`src/rtl/core/assert_macros.svh`:
```
// Assertion macros for the RTL files (included by swk_ctrl).
`ifndef ASSERT_MACROS_SVH
`define ASSERT_MACROS_SVH
// Implication check that is disabled while reset is asserted.
`define ASSERT_IMP(label, ante, cons) \
	label: assert property (@(posedge clk) disable iff (!arst_n) (ante) |-> (cons)) \
		else $error("assertion failed");
// Next-cycle implication check that is disabled while reset is asserted.
`define ASSERT_NXT(label, ante, cons) \
	label: assert property (@(posedge clk) disable iff (!arst_n) (ante) |=> (cons)) \
		else $error("assertion failed");
`endif

```
`src/rtl/core/swk_pkg.sv`:
```
// ----------------------------------------------------------------------------
// Swerve kinematics package
// Shared types, constants and the CORDIC arctangent table.
// ----------------------------------------------------------------------------
`default_nettype none
package swk_pkg;
	localparam int CORDIC_STEPS_DEF = 16;
	localparam int CFG_IDX_W = 2;
	localparam int CFG_DATA_W = 20;
	localparam logic [CFG_IDX_W-1:0] REG_FRAME_MODE = 2'd0;
	localparam logic [CFG_IDX_W-1:0] REG_RADIUS = 2'd1;
	localparam logic [CFG_IDX_W-1:0] REG_LIN_DB = 2'd2;
	localparam logic [CFG_IDX_W-1:0] REG_ROT_DB = 2'd3;
	localparam logic [1:0] MODE_CHASSIS = 2'd0;
	localparam logic [1:0] MODE_GLOBAL = 2'd1;
	localparam logic [1:0] MODE_LOCKED = 2'd2;
	localparam logic [1:0] MODE_RESERVED = 2'd3;

	localparam int CW = 40;
	localparam logic signed [CW-1:0] PI_Q30 = 40'sd3373259426;
	localparam logic signed [CW-1:0] HALF_PI_Q30 = 40'sd1686629713;
	localparam logic signed [CW-1:0] GAIN_Q30 = 40'sd652032874;
	localparam logic signed [31:0] DEG90 = 32'sd23040;
	localparam logic signed [31:0] DEG180 = 32'sd46080;
	localparam logic signed [31:0] DEG360 = 32'sd92160;

	typedef enum logic [3:0] {
		ST_IDLE, ST_ROT_CORDIC, ST_ROT_MUL, ST_ROT_SUM, ST_CHECK, ST_VN_MUL, ST_T_MUL,
		ST_WHEEL_INIT, ST_VEC_ITER, ST_MAG_MUL, ST_DEG_MUL, ST_WRAP, ST_APPLY, ST_OUT
	} swk_state_t;

	typedef struct packed {
		logic load;
		logic rot_start;
		logic rot_iter;
		logic rot_mul;
		logic rot_sum;
		logic check;
		logic vn_mul;
		logic t_mul;
		logic wheel_init;
		logic vec_iter;
		logic mag_mul;
		logic deg_mul;
		logic wrap;
		logic apply;
		logic out_load;
	} swk_cmd_t;

	typedef struct packed {
		logic is_global;
		logic stop;
		logic iter_last;
		logic wheel_last;
	} swk_sts_t;

	function automatic logic signed [CW-1:0] atan_q30(input logic [4:0] i);
		logic signed [CW-1:0] r;
		unique case (i)
			5'd0: r = 40'sd843314857;
			5'd1: r = 40'sd497837829;
			5'd2: r = 40'sd263043837;
			5'd3: r = 40'sd133525159;
			5'd4: r = 40'sd67021687;
			5'd5: r = 40'sd33543516;
			5'd6: r = 40'sd16775851;
			5'd7: r = 40'sd8388437;
			5'd8: r = 40'sd4194283;
			5'd9: r = 40'sd2097149;
			default: r = 40'sd1 <<< (5'd30 - i);
		endcase
		return r;
	endfunction

	function automatic logic signed [31:0] wrap180(input logic signed [33:0] v);
		logic signed [33:0] r;
		r = v;
		if (r > 34'(DEG180))
			r = r - 34'(DEG360);
		if (r <= -34'(DEG180))
			r = r + 34'(DEG360);
		return r[31:0];
	endfunction
endpackage
`default_nettype wire

```
`src/rtl/core/swk_ctrl.sv`:
```
// ----------------------------------------------------------------------------
// Swerve kinematics controller
// Sequences the global-mode rotation, deadband check and four per-wheel CORDIC passes.
// ----------------------------------------------------------------------------
`default_nettype none
`include "assert_macros.svh"
module swk_ctrl
	import swk_pkg::*;
(
	input  wire logic     clk,
	input  wire logic     arst_n,
	input  wire logic     in_valid,
	output logic          in_stall,
	output logic          out_valid,
	input  wire logic     out_stall,
	input  wire swk_sts_t sts,
	output swk_cmd_t      cmd
);
	swk_state_t state_q, state_nx;
	logic out_valid_q, out_valid_nx;

	always_ff @(posedge clk or negedge arst_n) begin
		if (!arst_n) begin
			state_q <= ST_IDLE;
			out_valid_q <= 1'b0;
		end else begin
			state_q <= state_nx;
			out_valid_q <= out_valid_nx;
		end
	end

	assign out_valid = out_valid_q;

	always_comb begin
		state_nx = state_q;
		cmd = '0;
		in_stall = 1'b1;
		out_valid_nx = out_valid_q && out_stall;
		unique case (state_q)
			ST_IDLE: begin
				in_stall = 1'b0;
				if (in_valid) begin
					cmd.load = 1'b1;
					state_nx = ST_ROT_CORDIC;
				end
			end
			ST_ROT_CORDIC: begin
				if (sts.is_global) begin
					cmd.rot_iter = 1'b1;
					if (sts.iter_last)
						state_nx = ST_ROT_MUL;
				end else begin
					cmd.rot_sum = 1'b1;
					state_nx = ST_CHECK;
				end
			end
			ST_ROT_MUL: begin
				cmd.rot_mul = 1'b1;
				state_nx = ST_ROT_SUM;
			end
			ST_ROT_SUM: begin
				cmd.rot_sum = 1'b1;
				state_nx = ST_CHECK;
			end
			ST_CHECK: begin
				cmd.check = 1'b1;
				state_nx = ST_VN_MUL;
			end
			ST_VN_MUL: begin
				if (sts.stop)
					state_nx = ST_OUT;
				else begin
					cmd.vn_mul = 1'b1;
					state_nx = ST_T_MUL;
				end
			end
			ST_T_MUL: begin
				cmd.t_mul = 1'b1;
				state_nx = ST_WHEEL_INIT;
			end
			ST_WHEEL_INIT: begin
				cmd.wheel_init = 1'b1;
				state_nx = ST_VEC_ITER;
			end
			ST_VEC_ITER: begin
				cmd.vec_iter = 1'b1;
				if (sts.iter_last)
					state_nx = ST_MAG_MUL;
			end
			ST_MAG_MUL: begin
				cmd.mag_mul = 1'b1;
				state_nx = ST_DEG_MUL;
			end
			ST_DEG_MUL: begin
				cmd.deg_mul = 1'b1;
				state_nx = ST_WRAP;
			end
			ST_WRAP: begin
				cmd.wrap = 1'b1;
				state_nx = ST_APPLY;
			end
			ST_APPLY: begin
				cmd.apply = 1'b1;
				state_nx = sts.wheel_last ? ST_OUT : ST_WHEEL_INIT;
			end
			ST_OUT: begin
				if (!out_valid_q || !out_stall) begin
					cmd.out_load = 1'b1;
					out_valid_nx = 1'b1;
					state_nx = ST_IDLE;
				end
			end
			default: state_nx = ST_IDLE;
		endcase
	end

	`ASSERT_IMP(a_load_idle, cmd.load, state_q == ST_IDLE)
	`ASSERT_NXT(a_out_valid, cmd.out_load, out_valid)
	`ASSERT_IMP(a_busy_stall, state_q != ST_IDLE, in_stall)
endmodule
`default_nettype wire

```
`config.mk`:
```
export PLATFORM = sky130hd
export DESIGN_NAME = swk_ctrl
export DESIGN_NICKNAME = d
export VERILOG_FILES = /design/src/rtl/core/swk_pkg.sv /design/src/rtl/core/swk_ctrl.sv
export VERILOG_INCLUDE_DIRS = /design/src /design/src/rtl/core
export SDC_FILE = /design/constraint.sdc
export NUM_CORES = 1
export LEC_CHECK = 0
export ABC_AREA = 1
export BUFFER_PORTS_ARGS = -buffer_cell sky130_fd_sc_hd__buf_4
export CAP_MARGIN = 10
export CORE_UTILIZATION = 37
export DETAILED_ROUTE_END_ITERATION = 12
export HOLD_SLACK_MARGIN = 0.03
export PLACE_DENSITY = 0.67
export RECOVER_POWER = 100
export SYNTH_ARGS = -nofsm -noshare
export SYNTH_HDL_FRONTEND = slang
export SYNTH_SLANG_ARGS = --single-unit
```
`constraint.sdc`:
```
create_clock -name clk -period 1.05 [get_ports clk]
set_input_delay 0.21 -clock clk [delete_from_list [all_inputs] [get_ports clk]]
set_output_delay 0.21 -clock clk [all_outputs]
set_load 0.02 [all_outputs]
```
==> impl_metrics.yaml <==
run_status:
  status: "finished, violations left"
  violations: "setup timing"
critical_path:
  arrival_ns: 1.27
  reg2reg_depth: 8
  critPathMaxFanout: 4
  crit_path_end_kind: "primary output"
  timing_worst_setup_path_type: "reg2out"
  startpoint_type: "flip-flop"
  required_ns: 0.84
logic_synthesis:
  synth_edf_count: 0
  yosysTopAreaCell: "nand2_1"
  yosysMostFrequentCell: "nand2_1"
  syn-num-nets: 108
  synth_area_per_cell_um2: 5.73
  synth.mux.area_fraction_pct: 0
  synthCells: 100
  yosys_register_bits: 5
  synth_commonest_cells: "35 x nand2_1, 16 x inv_1, 11 x nor2_1, 7 x inv_2, 5 x dfrtp_1"
  synthSimpleGateAreaFrac_pct: 55.9
  synth_compound_area_share_pct: 3.28
  ys_top_cells_by_area: "nand2_1 23%, dfrtp_1 22%, inv_1 10%"
  synth_top_family_by_area: "simple AND/OR/NAND/NOR gates"
  synth_xor_xnor_area_share_pct: 0
  synth_adder_area_share_pct: 0
  synth_top_area_share_pct: 22.9
  synth_cell_types: 20
  synthArstFlopShare_pct: 100
  synth_ff_type: "dfrtp_1"
  ys_seq_area_share_pct: 21.8
  synth_area_um2: 573
  synth_warnings: 0
clocking:
  cts_tree: "done"
  clock_latency_ns: 0.25
  clock_sinks: 5
  ctsHtreeMaxLevel: 1
  cts_buffer_depth: 2
  clk_pin_slew_ns: 0.04
  clockRootBuffer: "clkbuf_4"
  numCtsBuffers: 3
final_layout:
  final_layout_size_suffix_gt1_share_pct: 66.0
  fin_nets: 162
  area_growth_pct: 98.3
  antenna_cells: 0
power:
  p_per_area_nw_per_um2: 2760
  ir_worst_vdd_v: 0.00129
  power.leakage_uw: 0.000683
sta:
  fin_crit_ns: 1.48
  hold_viol_final: 0
  finalCritPeriodShare_pct: 141
  setup_ws_ns: -0.432
  rsz0062_at_grt: "yes"
  finalClockSkew_ns: 0.00374
  slew_viol_final: 0
  fin_setup_tns_ns: -7.18
  hold_slack_ns: 0.186
  setup_viol_count_final: 19
  max_freq_ghz: 0.675
routing:
  routedWlPerCell_um: 11.4
  dr.pass1.iters: 4
  drc: 0
  postRouteAntennaNets: 0
  routed_via_density: 4.76
  first_iter_violations: 20
  vias: 800
  wirelength_mm: 1.92
floorplanning:
  ios: 25
  die_area_um2: 1710
  core.rowCount: 13
  initial_core_util_pct: 41.9
  die_w_um: 41.4
  die_h_um: 41.4
  core-area_um2: 1370
global_route:
  grtUsageTotal_pct: 24.8
  first_global_vias: 677
  grt_pass1_wl_mm: 2.68
  antenna_found_initial: 0
  globalRoute.totalOverflow: 0
  grt_max_degree: 7
placement:
  gp_congestion: 0.822
  port_buffers: 23
  dp.final_hpwl_mm: 1.31
min_path:
  hp-class: "in2reg"
  holdPathStages: 3
flow_run:
  drv_cap: 0
==> path summary, 6_finish.rpt <==
| kind | from | endpoint | slack [ns] |
|---|---|---|---|
| setup / recovery | state_q[1] | cmd[7] | -0.43 |
| hold / removal | out_stall | out_valid | 0.19 |
| setup reg to reg | state_q[1] | state_q[3] | -0.38 |
| hold reg to reg | out_valid | out_valid | 0.50 |
| max in group asynchronous | arst_n | state_q[1] | 0.48 |
| min in group asynchronous | arst_n | out_valid | 0.34 |
==> registers in the layout (all words and copies together), names as in the netlist <==
signal     count
out_valid      1
state_q        4
==> power by group <==
part | leakage (uW) | internal [uW] | switching [uW]
Combinational | 0.000610 | 1190 | 1270
Sequential | 0.0000589 | 290 | 156
Clock | 0.0000150 | 144 | 82.3
==> critical path, cell delays in order, from the launching register on <==
cell	delay, ns
dfrtp_2	0.44
inv_2	0.08
buf_6	0.12
nor2_4	0.14
nand2_2	0.08
inv_2	0.06
buf_6	0.10
==> cells in the final DEF (no fill, tap or decap), types with 2 or more instances in the layout <==
cell	synthesis	final
clkbuf_4	0	3
nand3_1	4	3
clkbuf_1	0	2
nand3_2	2	3
nand2_2	4	11
dfrtp_2	0	4
inv_2	7	13
nand2_1	35	25
nor2_4	4	8
inv_1	16	9
nand2_4	0	3
nor2_2	2	2
nor2_1	11	7
buf_4	1	33
buf_6	1	15
==> final cells by class <==
cell class | count | area, um^2
Multi-Input combinational cell | 70 | 437
Timing Repair Buffer | 51 | 435
Fill cell | 95 | 230
Sequential cell | 5 | 130
Inverter | 23 | 88.8
Clock buffer | 4 | 26.3
Tap cell | 15 | 18.8
==> repair_timing <==
item,in CTS,in global routing
pin swaps,16,6
hold endpoints to repair,5,0
buffers inserted,18,1
hold buffers,1,0
endpoints found under the setup margin,19,19
resized for setup,25,3
==> through the flow <==
stage	utilization [%]	instances	area [um^2]	power (uW)	worst slack [ns]
after floorplan	-	100	639	1630	-0.0914
after global placement	64.4	145	880	2200	-0.224
after global routing	83.2	168	1140	3340	-0.490
after CTS	82.1	167	1120	3010	-0.424
after detailed placement	64.4	145	880	2220	-0.245
final	83.2	168	1140	3130	-0.432
==> logic make-up (layout without fill, tap and decap cells) <==
kind of cell / count (synthesis) / after routing
other: 1 / 1
flip-flops: 5 / 5
AO/OA/AOI/OAI: 3 / 3
AND/OR/NAND/NOR: 66 / 66
buffers and inverters: 25 / 78
==> per-layer routing <==
metal,vias up,routed length [um],track usage (%)
met2,30,1130,50.8
li1,396,-,-
met3,0,109,7.45
met5,-,0,0
met1,374,677,25.4
met4,0,0,0.806
Note: power is estimated with default switching activity, not from simulation.
